**src/hw/rtl/bfsa_pkg.sv**
```systemverilog
// ----------------------------------------------------------------------------
// bfsa_pkg
// Shared types and constants of the best-fit segment allocator.
// ----------------------------------------------------------------------------
package bfsa_pkg;

  localparam int MAX_SEGMENTS = 16;
  localparam int ADDR_BITS    = 16;
  localparam int ID_BITS      = 8;
  localparam int SIZE_W       = ADDR_BITS + 1;
  localparam int CUR_W        = ADDR_BITS + 2;
  localparam logic [SIZE_W-1:0] CAP_MAX = SIZE_W'(1) << ADDR_BITS;

  typedef enum logic [1:0] {
    KIND_ALLOC   = 2'd0,
    KIND_FREE    = 2'd1,
    KIND_COMPACT = 2'd2
  } kind_e;

  typedef enum logic [1:0] {
    STAT_OK       = 2'd0,
    STAT_NOFIT    = 2'd1,
    STAT_NOTFOUND = 2'd2,
    STAT_FULL     = 2'd3
  } status_e;

  typedef enum logic [3:0] {
    S_IDLE,
    S_SCAN_RD,
    S_SCAN_PR,
    S_SHIFT_RD,
    S_SHIFT_WR,
    S_PUT,
    S_FIND_RD,
    S_FIND_PR,
    S_DEL_RD,
    S_DEL_WR,
    S_CMP_RD,
    S_CMP_PR
  } state_e;

  typedef struct packed {
    logic [1:0]         kind;
    logic [ID_BITS-1:0] owner_id;
    logic [SIZE_W-1:0]  request_size;
  } in_word_t;

  typedef struct packed {
    logic [1:0]           status;
    logic [ADDR_BITS-1:0] placed_start;
  } out_word_t;

  typedef struct packed {
    logic [ID_BITS-1:0]   owner;
    logic [ADDR_BITS-1:0] start;
    logic [SIZE_W-1:0]    length;
  } entry_t;

  typedef struct packed {
    logic             gt;
    logic             fits;
    logic             better;
    logic [CUR_W-1:0] diff;
  } hole_res_t;

endpackage

```
**src/hw/rtl/bfsa_ram.sv**
```systemverilog
// ----------------------------------------------------------------------------
// bfsa_ram
// Generic single-write, single-read RAM with registered read data.
// ----------------------------------------------------------------------------
module bfsa_ram #(
  parameter int WIDTH = 8,
  parameter int DEPTH = 16,
  localparam int AW   = (DEPTH > 1) ? $clog2(DEPTH) : 1
) (
  input  logic             clk_i,
  input  logic             we_i,
  input  logic [AW-1:0]    waddr_i,
  input  logic [WIDTH-1:0] wdata_i,
  input  logic [AW-1:0]    raddr_i,
  output logic [WIDTH-1:0] rdata_o
);

  logic [WIDTH-1:0] mem_q [DEPTH];

  always_ff @(posedge clk_i) begin
    if (we_i) begin
      mem_q[waddr_i] <= wdata_i;
    end
    rdata_o <= mem_q[raddr_i];
  end

endmodule

```
**src/hw/rtl/bfsa_hole_unit.sv**
```systemverilog
// ----------------------------------------------------------------------------
// bfsa_hole_unit
// Shared subtract/compare unit: hole size, fit and best-fit test.
// ----------------------------------------------------------------------------
module bfsa_hole_unit (
  input  logic [bfsa_pkg::CUR_W-1:0]  cursor_i,
  input  logic [bfsa_pkg::CUR_W-1:0]  hole_end_i,
  input  logic [bfsa_pkg::SIZE_W-1:0] size_i,
  input  logic                        found_i,
  input  logic [bfsa_pkg::CUR_W-1:0]  best_size_i,
  output bfsa_pkg::hole_res_t         res_o
);

  logic [bfsa_pkg::CUR_W-1:0] diff;

  assign diff = hole_end_i - cursor_i;

  always_comb begin
    res_o.gt     = hole_end_i > cursor_i;
    res_o.diff   = diff;
    res_o.fits   = res_o.gt && (diff >= bfsa_pkg::CUR_W'(size_i));
    res_o.better = res_o.fits && (!found_i || (diff < best_size_i));
  end

endmodule

```
**src/hw/rtl/bfsa_seq.sv**
```systemverilog
// ----------------------------------------------------------------------------
// bfsa_seq
// Sequencer: walks the segment table in RAM for allocate, free and compact.
// ----------------------------------------------------------------------------
module bfsa_seq #(
  parameter int MAX_SEGMENTS = bfsa_pkg::MAX_SEGMENTS,
  localparam int AW    = $clog2(MAX_SEGMENTS),
  localparam int CNT_W = $clog2(MAX_SEGMENTS + 1)
) (
  input  logic                        clk_i,
  input  logic                        rst_ni,
  input  logic                        start_i,
  input  bfsa_pkg::in_word_t          cmd_i,
  input  logic [bfsa_pkg::SIZE_W-1:0] cap_i,
  output logic                        busy_o,
  output logic                        done_o,
  output bfsa_pkg::out_word_t         res_o
);

  localparam int EW = $bits(bfsa_pkg::entry_t);

  bfsa_pkg::state_e state_q, state_d;
  logic [CNT_W-1:0] idx_q, idx_d, count_q, count_d, best_idx_q, best_idx_d;
  logic [bfsa_pkg::CUR_W-1:0] cursor_q, cursor_d, best_size_q, best_size_d;
  logic [bfsa_pkg::ADDR_BITS-1:0] best_start_q, best_start_d;
  logic found_q, found_d;
  bfsa_pkg::in_word_t cmd_q, cmd_d;
  logic done_q, done_d;
  bfsa_pkg::out_word_t res_q, res_d;

  logic we;
  logic [AW-1:0] waddr, raddr;
  bfsa_pkg::entry_t wdata, rdata;
  logic [EW-1:0] rdata_raw;

  logic [bfsa_pkg::CUR_W-1:0] hole_end;
  bfsa_pkg::hole_res_t hr;

  bfsa_ram #(.WIDTH(EW), .DEPTH(MAX_SEGMENTS)) u_ram (
    .clk_i   (clk_i),
    .we_i    (we),
    .waddr_i (waddr),
    .wdata_i (wdata),
    .raddr_i (raddr),
    .rdata_o (rdata_raw)
  );

  assign rdata = bfsa_pkg::entry_t'(rdata_raw);

  assign hole_end = (state_q == bfsa_pkg::S_SCAN_RD) ? bfsa_pkg::CUR_W'(cap_i)
                                                     : bfsa_pkg::CUR_W'(rdata.start);

  bfsa_hole_unit u_hole (
    .cursor_i    (cursor_q),
    .hole_end_i  (hole_end),
    .size_i      (cmd_q.request_size),
    .found_i     (found_q),
    .best_size_i (best_size_q),
    .res_o       (hr)
  );

  always_ff @(posedge clk_i or negedge rst_ni) begin
    if (!rst_ni) begin
      state_q <= bfsa_pkg::S_IDLE;
      count_q <= '0;
      done_q  <= 1'b0;
    end else begin
      state_q <= state_d;
      count_q <= count_d;
      done_q  <= done_d;
    end
  end

  always_ff @(posedge clk_i) begin
    idx_q        <= idx_d;
    best_idx_q   <= best_idx_d;
    cursor_q     <= cursor_d;
    best_size_q  <= best_size_d;
    best_start_q <= best_start_d;
    found_q      <= found_d;
    cmd_q        <= cmd_d;
    res_q        <= res_d;
  end

  always_comb begin
    state_d      = state_q;
    idx_d        = idx_q;
    count_d      = count_q;
    best_idx_d   = best_idx_q;
    cursor_d     = cursor_q;
    best_size_d  = best_size_q;
    best_start_d = best_start_q;
    found_d      = found_q;
    cmd_d        = cmd_q;
    done_d       = 1'b0;
    res_d        = res_q;
    we           = 1'b0;
    waddr        = idx_q[AW-1:0];
    wdata        = rdata;
    raddr        = idx_q[AW-1:0];

    unique case (state_q)
      bfsa_pkg::S_IDLE: begin
        if (start_i) begin
          cmd_d    = cmd_i;
          idx_d    = '0;
          cursor_d = '0;
          found_d  = 1'b0;
          res_d    = '0;
          unique case (bfsa_pkg::kind_e'(cmd_i.kind))
            bfsa_pkg::KIND_ALLOC: begin
              if (count_q == CNT_W'(MAX_SEGMENTS)) begin
                res_d.status = bfsa_pkg::STAT_FULL;
                done_d       = 1'b1;
              end else if (cmd_i.request_size == '0) begin
                res_d.status = bfsa_pkg::STAT_NOFIT;
                done_d       = 1'b1;
              end else begin
                state_d = bfsa_pkg::S_SCAN_RD;
              end
            end
            bfsa_pkg::KIND_FREE:    state_d = bfsa_pkg::S_FIND_RD;
            bfsa_pkg::KIND_COMPACT: state_d = bfsa_pkg::S_CMP_RD;
            default: begin
              res_d.status = bfsa_pkg::STAT_OK;
              done_d       = 1'b1;
            end
          endcase
        end
      end
      bfsa_pkg::S_SCAN_RD: begin
        if (idx_q < count_q) begin
          state_d = bfsa_pkg::S_SCAN_PR;
        end else if (hr.better || found_q) begin
          if (hr.better) begin
            best_size_d  = hr.diff;
            best_start_d = cursor_q[bfsa_pkg::ADDR_BITS-1:0];
            best_idx_d   = idx_q;
          end
          state_d = bfsa_pkg::S_SHIFT_RD;
        end else begin
          res_d.status = bfsa_pkg::STAT_NOFIT;
          done_d       = 1'b1;
          state_d      = bfsa_pkg::S_IDLE;
        end
      end
      bfsa_pkg::S_SCAN_PR: begin
        if (hr.better) begin
          found_d      = 1'b1;
          best_size_d  = hr.diff;
          best_start_d = cursor_q[bfsa_pkg::ADDR_BITS-1:0];
          best_idx_d   = idx_q;
        end
        cursor_d = bfsa_pkg::CUR_W'(rdata.start) + bfsa_pkg::CUR_W'(rdata.length);
        idx_d    = idx_q + 1'b1;
        state_d  = bfsa_pkg::S_SCAN_RD;
      end
      bfsa_pkg::S_SHIFT_RD: begin
        raddr = AW'(idx_q - 1'b1);
        if (idx_q > best_idx_q) begin
          state_d = bfsa_pkg::S_SHIFT_WR;
        end else begin
          state_d = bfsa_pkg::S_PUT;
        end
      end
      bfsa_pkg::S_SHIFT_WR: begin
        we      = 1'b1;
        idx_d   = idx_q - 1'b1;
        state_d = bfsa_pkg::S_SHIFT_RD;
      end
      bfsa_pkg::S_PUT: begin
        we                 = 1'b1;
        waddr              = best_idx_q[AW-1:0];
        wdata.owner        = cmd_q.owner_id;
        wdata.start        = best_start_q;
        wdata.length       = cmd_q.request_size;
        count_d            = count_q + 1'b1;
        res_d.status       = bfsa_pkg::STAT_OK;
        res_d.placed_start = best_start_q;
        done_d             = 1'b1;
        state_d            = bfsa_pkg::S_IDLE;
      end
      bfsa_pkg::S_FIND_RD: begin
        if (idx_q < count_q) begin
          state_d = bfsa_pkg::S_FIND_PR;
        end else begin
          res_d.status = bfsa_pkg::STAT_NOTFOUND;
          done_d       = 1'b1;
          state_d      = bfsa_pkg::S_IDLE;
        end
      end
      bfsa_pkg::S_FIND_PR: begin
        if (rdata.owner == cmd_q.owner_id) begin
          state_d = bfsa_pkg::S_DEL_RD;
        end else begin
          idx_d   = idx_q + 1'b1;
          state_d = bfsa_pkg::S_FIND_RD;
        end
      end
      bfsa_pkg::S_DEL_RD: begin
        raddr = AW'(idx_q + 1'b1);
        if (({1'b0, idx_q} + 1'b1) < {1'b0, count_q}) begin
          state_d = bfsa_pkg::S_DEL_WR;
        end else begin
          count_d      = count_q - 1'b1;
          res_d.status = bfsa_pkg::STAT_OK;
          done_d       = 1'b1;
          state_d      = bfsa_pkg::S_IDLE;
        end
      end
      bfsa_pkg::S_DEL_WR: begin
        we      = 1'b1;
        idx_d   = idx_q + 1'b1;
        state_d = bfsa_pkg::S_DEL_RD;
      end
      bfsa_pkg::S_CMP_RD: begin
        if (idx_q < count_q) begin
          state_d = bfsa_pkg::S_CMP_PR;
        end else begin
          res_d.status = bfsa_pkg::STAT_OK;
          done_d       = 1'b1;
          state_d      = bfsa_pkg::S_IDLE;
        end
      end
      bfsa_pkg::S_CMP_PR: begin
        we = 1'b1;
        if (hr.gt) begin
          wdata.start = cursor_q[bfsa_pkg::ADDR_BITS-1:0];
        end
        cursor_d = bfsa_pkg::CUR_W'(wdata.start) + bfsa_pkg::CUR_W'(rdata.length);
        idx_d    = idx_q + 1'b1;
        state_d  = bfsa_pkg::S_CMP_RD;
      end
      default: state_d = bfsa_pkg::S_IDLE;
    endcase
  end

  assign busy_o = (state_q != bfsa_pkg::S_IDLE);
  assign done_o = done_q;
  assign res_o  = res_q;

`ifndef SYNTHESIS
  a_count_range: assert property (@(posedge clk_i) disable iff (!rst_ni)
    count_q <= CNT_W'(MAX_SEGMENTS))
    else $error("segment count out of range");

  a_count_step: assert property (@(posedge clk_i) disable iff (!rst_ni)
    (count_q != $past(count_q)) |->
      (count_q == $past(count_q) + 1'b1 || count_q == $past(count_q) - 1'b1))
    else $error("segment count moved by more than one");

  a_done_idle: assert property (@(posedge clk_i) disable iff (!rst_ni)
    done_q |-> (state_q == bfsa_pkg::S_IDLE))
    else $error("result strobe while sequencer busy");

  a_start_acts: assert property (@(posedge clk_i) disable iff (!rst_ni)
    (start_i && !busy_o) |=> (busy_o || done_q))
    else $error("accepted word produced no activity");
`endif

endmodule

```
**src/hw/rtl/best_fit_segment_allocator_top.sv**
```systemverilog
// ----------------------------------------------------------------------------
// best_fit_segment_allocator_top
// Best-fit segment allocator over a configurable address space.
// ----------------------------------------------------------------------------
// A word is taken when start_i is high and busy_o low; busy_o stays high until
// the result, which shows on res_o with done_o high for exactly one cycle and
// cannot be stalled; res_o then holds it until the next word is taken. Free
// finds the owner's entry and shifts the later entries down; compact and
// allocate visit every entry, and allocate then shifts entries up to make room.
// Each entry visited takes a read state and a process state, as the segment
// table RAM has registered read data. Full-table and zero-size allocates and
// the unused kind finish without leaving idle. Capacity writes are taken at any time.
module best_fit_segment_allocator_top #(
  parameter int MAX_SEGMENTS = bfsa_pkg::MAX_SEGMENTS
) (
  input  logic                        clk_i,
  input  logic                        rst_ni,
  input  logic                        start_i,
  output logic                        busy_o,
  input  bfsa_pkg::in_word_t          cmd_i,
  output logic                        done_o,
  output bfsa_pkg::out_word_t         res_o,
  input  logic                        cfg_valid_i,
  output logic                        cfg_ready_o,
  input  logic [bfsa_pkg::SIZE_W-1:0] cfg_data_i
);

  logic [bfsa_pkg::SIZE_W-1:0] cap_q, cap_d;

  assign cfg_ready_o = 1'b1;

  always_comb begin
    cap_d = cap_q;
    if (cfg_valid_i) begin
      if (cfg_data_i == '0) begin
        cap_d = bfsa_pkg::SIZE_W'(1);
      end else if (cfg_data_i > bfsa_pkg::CAP_MAX) begin
        cap_d = bfsa_pkg::CAP_MAX;
      end else begin
        cap_d = cfg_data_i;
      end
    end
  end

  always_ff @(posedge clk_i or negedge rst_ni) begin
    if (!rst_ni) begin
      cap_q <= bfsa_pkg::CAP_MAX;
    end else begin
      cap_q <= cap_d;
    end
  end

  bfsa_seq #(.MAX_SEGMENTS(MAX_SEGMENTS)) u_seq (
    .clk_i  (clk_i),
    .rst_ni (rst_ni),
    .start_i(start_i),
    .cmd_i  (cmd_i),
    .cap_i  (cap_q),
    .busy_o (busy_o),
    .done_o (done_o),
    .res_o  (res_o)
  );

endmodule
```
**config.mk**
```make
export PLATFORM = sky130hd
export DESIGN_NAME = best_fit_segment_allocator_top
export DESIGN_NICKNAME = d
export VERILOG_FILES = /design/src/hw/rtl/bfsa_pkg.sv /design/src/hw/rtl/bfsa_ram.sv /design/src/hw/rtl/bfsa_hole_unit.sv /design/src/hw/rtl/bfsa_seq.sv /design/src/hw/rtl/best_fit_segment_allocator_top.sv
export SDC_FILE = /design/constraint.sdc
export NUM_CORES = 1
export LEC_CHECK = 0
export ABC_AREA = 1
export BUFFER_PORTS_ARGS = -buffer_cell sky130_fd_sc_hd__buf_2
export CELL_PAD_IN_SITES_DETAIL_PLACEMENT = 1
export CELL_PAD_IN_SITES_GLOBAL_PLACEMENT = 2
export CORE_MARGIN = 2
export CORE_UTILIZATION = 30
export CTS_CLUSTER_DIAMETER = 40
export DETAILED_ROUTE_END_ITERATION = 7
export GPL_ROUTABILITY_DRIVEN = 0
export HOLD_SLACK_MARGIN = 0.02
export PLACE_DENSITY = 0.58
export SLEW_MARGIN = 30
export SYNTH_ARGS = -nofsm -noshare
export SYNTH_HDL_FRONTEND = slang
export SYNTH_SLANG_ARGS = --single-unit
export TNS_END_PERCENT = 50
```
**constraint.sdc**
```tcl
create_clock -name clk_i -period 6.2 [get_ports clk_i]
set_input_delay 0.93 -clock clk_i [delete_from_list [all_inputs] [get_ports clk_i]]
set_output_delay 0.93 -clock clk_i [all_outputs]
set_load 0.005 [all_outputs]
```
==> results of run 1 <==
-- placed cells by master (no fill, tap or decap), types with 14 or more instances in the layout --
cell type | Yosys | final
o221ai_1 | 88 | 87
o21ai_0 | 196 | 196
ha_1 | 88 | 88
buf_2 | 110 | 70
nor2_1 | 420 | 400
buf_4 | 9 | 59
inv_6 | 0 | 14
dfxtp_1 | 41 | 41
o22ai_1 | 88 | 88
a21oi_1 | 82 | 81
bufinv_16 | 0 | 20
inv_1 | 198 | 197
nor2_4 | 3 | 21
edfxtp_1 | 762 | 762
xnor2_1 | 16 | 16
clkbuf_1 | 39 | 21
dfrtp_1 | 26 | 26
nand2_1 | 258 | 258
clkinv_2 | 0 | 20
xor2_1 | 17 | 17
clkbuf_16 | 0 | 145
nand3_1 | 48 | 48
o211ai_1 | 95 | 95
o21ai_1 | 252 | 252
-- state kept, by name, indices dropped and copies added, names as in the netlist, 5 cells and up --
| name | flops |
|---|---|
| u_seq.cursor_q | 18 |
| u_seq.count_q | 5 |
| u_seq.best_size_q | 18 |
| u_seq.idx_q | 5 |
| u_seq.u_ram.mem_q | 656 |
| u_seq.u_ram.rdata_o | 41 |
| u_seq.res_o | 18 |
| u_seq.cmd_q | 25 |
| u_seq.best_idx_q | 5 |
| u_seq.best_start_q | 16 |
| cap_q | 17 |
-- where the power goes --
part / switching, µW / internal [µW]
sequential: 461 / 7820
combinational: 8120 / 3420
clock: 2730 / 5170
-- stage by stage --
step | setup slack (ps) | total power (µW)
after detailed placement | 721 | 20100
after global placement | 829 | 19700
final | 633 | 27700
after CTS | 677 | 28100
after floorplan | 351 | 15800
after global routing | 38.8 | 29600
-- layout make-up --
cell class,instances,area (µm²),area share
flip-flops and latches,830,24400,0.572
multi-input cells,1726,9620,0.226
clock buffers,171,3780,0.0885
well taps,1524,1910,0.0447
repair buffers,147,1140,0.0268
clock inverters,82,1030,0.0241
inverters,207,791,0.0185
diodes,1,2.50,0.0000587
-- routing by layer --
layer,vias up,track usage,wire (µm)
li1,11000,-,-
met1,12400,0.250,51700
met2,513,0.324,56200
met3,204,0.0333,5160
met4,0,0.0780,4030
met5,-,0,0
-- logic make-up (layout without fill, tap and decap cells) --
logic type / after synthesis / count (layout) / synth area share
buffers and inverters: 367 / 607 / 0.0438
xor gates and xnor gates: 33 / 33 / 0.00817
AOI/OAI and AO/OA: 829 / 829 / 0.139
DFF: 830 / 830 / 0.689
and+or+nand+nor: 772 / 772 / 0.0870
adders and majority gates: 91 / 91 / 0.0328
other: 1 / 2 / 0.000106
-- worst max-delay path by stage --
stage	from	to	slack [ps]	depth (start not counted)
finish	u_seq.state_q[0]	u_seq.cursor_q[14]	630	29
global route	u_seq.state_q[0]	u_seq.cursor_q[14]	40	29
floorplan	u_seq.state_q[3]	u_seq.best_idx_q[0]	350	27
detailed placement	u_seq.state_q[0]	u_seq.cursor_q[14]	720	29
global placement	u_seq.state_q[3]	u_seq.best_start_q[5]	830	29
CTS	u_seq.state_q[0]	u_seq.cursor_q[14]	680	29
==> impl_metrics.yaml, run 1 <==
job:
  drv_cap: 0
run_status:
  outcome: "completed"
drt:
  drt_iter0_markers: 1578
  firstDrtPassIters: 5
  ant_nets: 0
  vias: 24100
  avgViaCountPerCell: 5.14
  wl_per_cell_um: 25.0
  drt_wl_total_um: 117000
  remaining_drc_errors: 0
setup_path:
  reg2reg_depth: 29
  r2r-end: "u_seq.cursor_q[14]"
  critPathMaxFanout: 35
  worstSetupPathType: "flip-flop to flip-flop"
  slowest_delay_ps: 430
  endpoint_kind: "flip-flop"
  worstPathRequired_ps: 6660
  crit_buf_inv: 8
  cpMostUsedCell: "inv_1"
  rrSetupSlack_ps: 630
  cp_top_family: "compound AO/OA/AOI/OAI gates"
  arrival_ps: 6030
  worst_setup_path_start_kind: "flip-flop"
  regToRegStartpoint: "u_seq.state_q[0]"
  cp_slowest_cell: "fa_1"
yosys:
  synth_top_area_share: 0.647
  ys_seq_area_frac: 0.689
  ys_types: 45
  yosysMostFrequentCell: "edfxtp_1"
  netlist_instances: 2923
  synth_edf_count: 762
  synth.avg_cell_area_um2: 12.1
  synth.ff_latch_count: 830
  ys_warn_count: 0
  synth_ff_type: "edfxtp_1"
  yosys-top-cells-area: "edfxtp_1, nor2_1, o21ai_1"
  syn-cell-area_mm2: 0.0354
  synth_area_leader_cell: "edfxtp_1"
  syn_nets: 3062
  synthTopCellsByCount: "edfxtp_1, nor2_1, nand2_1"
  async_reset_ff_frac: 0.0325
global_route:
  grt_pass1_vias: 25700
  grt_pass1_wl_um: 172000
  grt_usage: 0.194
  antenna_found_initial: 6
  grt_max_degree: 157
  grt_overflow_total: 0
cts:
  cts_hold_buf: 0
  clk_latency_ps: 740
  cts_root_buffer: "clkbuf_16"
  post_cts_buffers: 0
  cts_buffers: 139
  cts_tree: "yes"
  cts_repair_resize_count: 0
  clock-sinks: 830
  cts_buffer_depth: 3
  path_clk_slew_ps: 40
  h-tree-depth: 4
timing:
  layout_min_cycle_time_ps: 5570
  finalCritPeriodShare: 0.898
  finalMaxSlewViolations: 0
  hold_viol: 0
  holdWs_ps: 247
  relSlewSlack: 0.313
  fin_worst_skew_ps: 31.7
  max_freq_ghz: 0.180
  setup-tns-final_ps: 0
  tightest_slew_ps: 1030
  rsz0062_at_grt: "false"
  setup_violations: 0
power_and_ir_drop:
  leakagePower_uw: 0.0152
  pwr_density_cell_mw_per_mm2: 650
  peakVddDrop_v: 0.000467
floorplan:
  fp.dieH_um: 347
  fp-row-count: 125
  pin_count: 69
  core_mm2: 0.117
  dieArea_mm2: 0.121
  die_width_um: 347
  start_util: 0.304
finish:
  final_area_mm2: 0.0426
  n_fill_cell: 12300
  final_cells: 4688
  nets: 3190
  final_core_util: 0.366
  drive_above_1_share: 0.132
  areaGrowthSynthToFinish_pct: 20.6
min_path:
  hp-class: "input port to async pin"
placement:
  dp_hpwl_um: 69600
  io_buffer_count: 67
  placed_cells: 4434
  placedInstanceArea_mm2: 0.0378
(Power assumes the default switching activity.)
==> run 2: changes to the inputs <==
Settings changed: PLACE_DENSITY 0.58 to 0.56.
Clock period 6.2 ns to 6.3 ns, I/O delays scaled along.
==> impl_metrics.yaml, run 2 (synthesis gave the netlist of run 1 again) <==
finish:
  largest_register_ffs: 656
  final_cell_mix: "edfxtp_1, nor2_1, nand2_1"
  nets: 3205
  final_area_mm2: 0.0427
  final_core_util: 0.366
  max_flop_register: "u_seq.u_ram.mem_q"
  drive_above_1_share: 0.140
  n_fill_cell: 12300
  top_regs: "u_seq.u_ram.mem_q (656), u_seq.u_ram.rdata_o (41), u_seq.cmd_q (25)"
  areaGrowthSynthToFinish_pct: 20.7
  mostFrequentLayoutCell: "edfxtp_1"
job:
  drv_cap: 0
setup_path:
  slowest_delay_ps: 390
  endpoint_kind: "flip-flop"
  worstSetupPathType: "flip-flop to flip-flop"
  cp_slowest_cell: "fa_1"
  critPathMaxFanout: 28
  arrival_ps: 6100
  reg2reg_depth: 28
  rrSetupSlack_ps: 690
  worstPathRequired_ps: 6800
  worst_setup_path_start_kind: "flip-flop"
cts:
  cts_buffer_depth: 3
  clock-sinks: 830
  cts_repair_resize_count: 0
  cts_hold_buf: 0
  cts_root_buffer: "clkbuf_16"
  clk_latency_ps: 740
  h-tree-depth: 4
  post_cts_buffers: 0
  cts_buffers: 142
  path_clk_slew_ps: 60
  cts_tree: "yes"
drt:
  vias: 24200
  remaining_drc_errors: 0
  drt_iter0_markers: 1496
  wl_per_cell_um: 25.4
  drt_wl_total_um: 120000
  ant_nets: 0
  avgViaCountPerCell: 5.13
  firstDrtPassIters: 5
power_and_ir_drop:
  pwr_density_cell_mw_per_mm2: 639
  peakVddDrop_v: 0.000444
  leakagePower_uw: 0.0152
floorplan:
  dieArea_mm2: 0.121
  die_width_um: 347
  core_mm2: 0.117
  pin_count: 69
  fp-row-count: 125
  fp.dieH_um: 347
  start_util: 0.304
timing:
  max_freq_ghz: 0.178
  finalCritPeriodShare: 0.890
  tightest_slew_ps: 1050
  finalMaxSlewViolations: 0
  setup-tns-final_ps: 0
  rsz0062_at_grt: "false"
  relSlewSlack: 0.300
  layout_min_cycle_time_ps: 5610
  hold_viol: 0
  fin_worst_skew_ps: 29.9
  setup_violations: 0
global_route:
  grt_pass1_wl_um: 175000
  grt_pass1_vias: 25700
  antenna_found_initial: 1
  grt_usage: 0.197
  grt_max_degree: 172
  grt_overflow_total: 0
min_path:
  hp-class: "input port to async pin"
run_status:
  outcome: "completed"
placement:
  placedInstanceArea_mm2: 0.0378
  io_buffer_count: 67
  dp_hpwl_um: 72400
## run 2: power by group
group / switching, µW / internal, µW
Clock: 2860 / 4910
Combinational: 8010 / 3340
Sequential: 442 / 7700
Total: 11300 / 16000
## run 2: area by class of cell
class	instances	area, µm²	share of cell area
sequential	830	24400	0.571
multi-input combinational	1726	9630	0.226
clock buffer	179	3920	0.0919
tap	1524	1910	0.0447
timing repair buffer	159	1090	0.0256
clock inverter	87	948	0.0222
inverter	207	793	0.0186
antenna	1	2.50	0.0000586
## run 2: per-layer routing
layer / global-route usage / part of all wire / up-vias
li1: - / - / 11000
met1: 0.254 / 0.45 / 12500
met2: 0.333 / 0.48 / 449
met3: 0.0377 / 0.040 / 181
met4: 0.0675 / 0.028 / 2
met5: 0 / 0.00011 / -
## run 2: critical path, delay by kind of cell (launching register included)
family / cells / cell delay [ps]
AO/OA/AOI/OAI: 12 / 2130
AND/OR/NAND/NOR: 7 / 910
adder cells (fa/ha/maj): 3 / 960
buffers and inverters: 6 / 940
flip-flops: 1 / 380
## run 2: path summary, 6_finish.rpt
| kind | startpoint | endpoint |
|---|---|---|
| min reg2reg | u_seq.cursor_q[10] | u_seq.best_start_q[10] |
| min | rst_ni | u_seq.count_q[4] |
| max in group asynchronous | rst_ni | cap_q[10] |
| min in group clk_i | cmd_i[22] | u_seq.cmd_q[22] |
| max reg2reg | u_seq.state_q[0] | u_seq.cursor_q[14] |
| max | u_seq.state_q[0] | u_seq.cursor_q[14] |
## run 2: per-stage QoR
stage	hold slack (ps)	setup slack (ps)	instances	power, µW
after global placement	475	831	4439	19300
after global routing	275	130	4712	29100
after detailed placement	483	718	4446	19700
after CTS	224	676	4712	27600
after floorplan	444	451	2923	15500
final	247	694	4713	27300
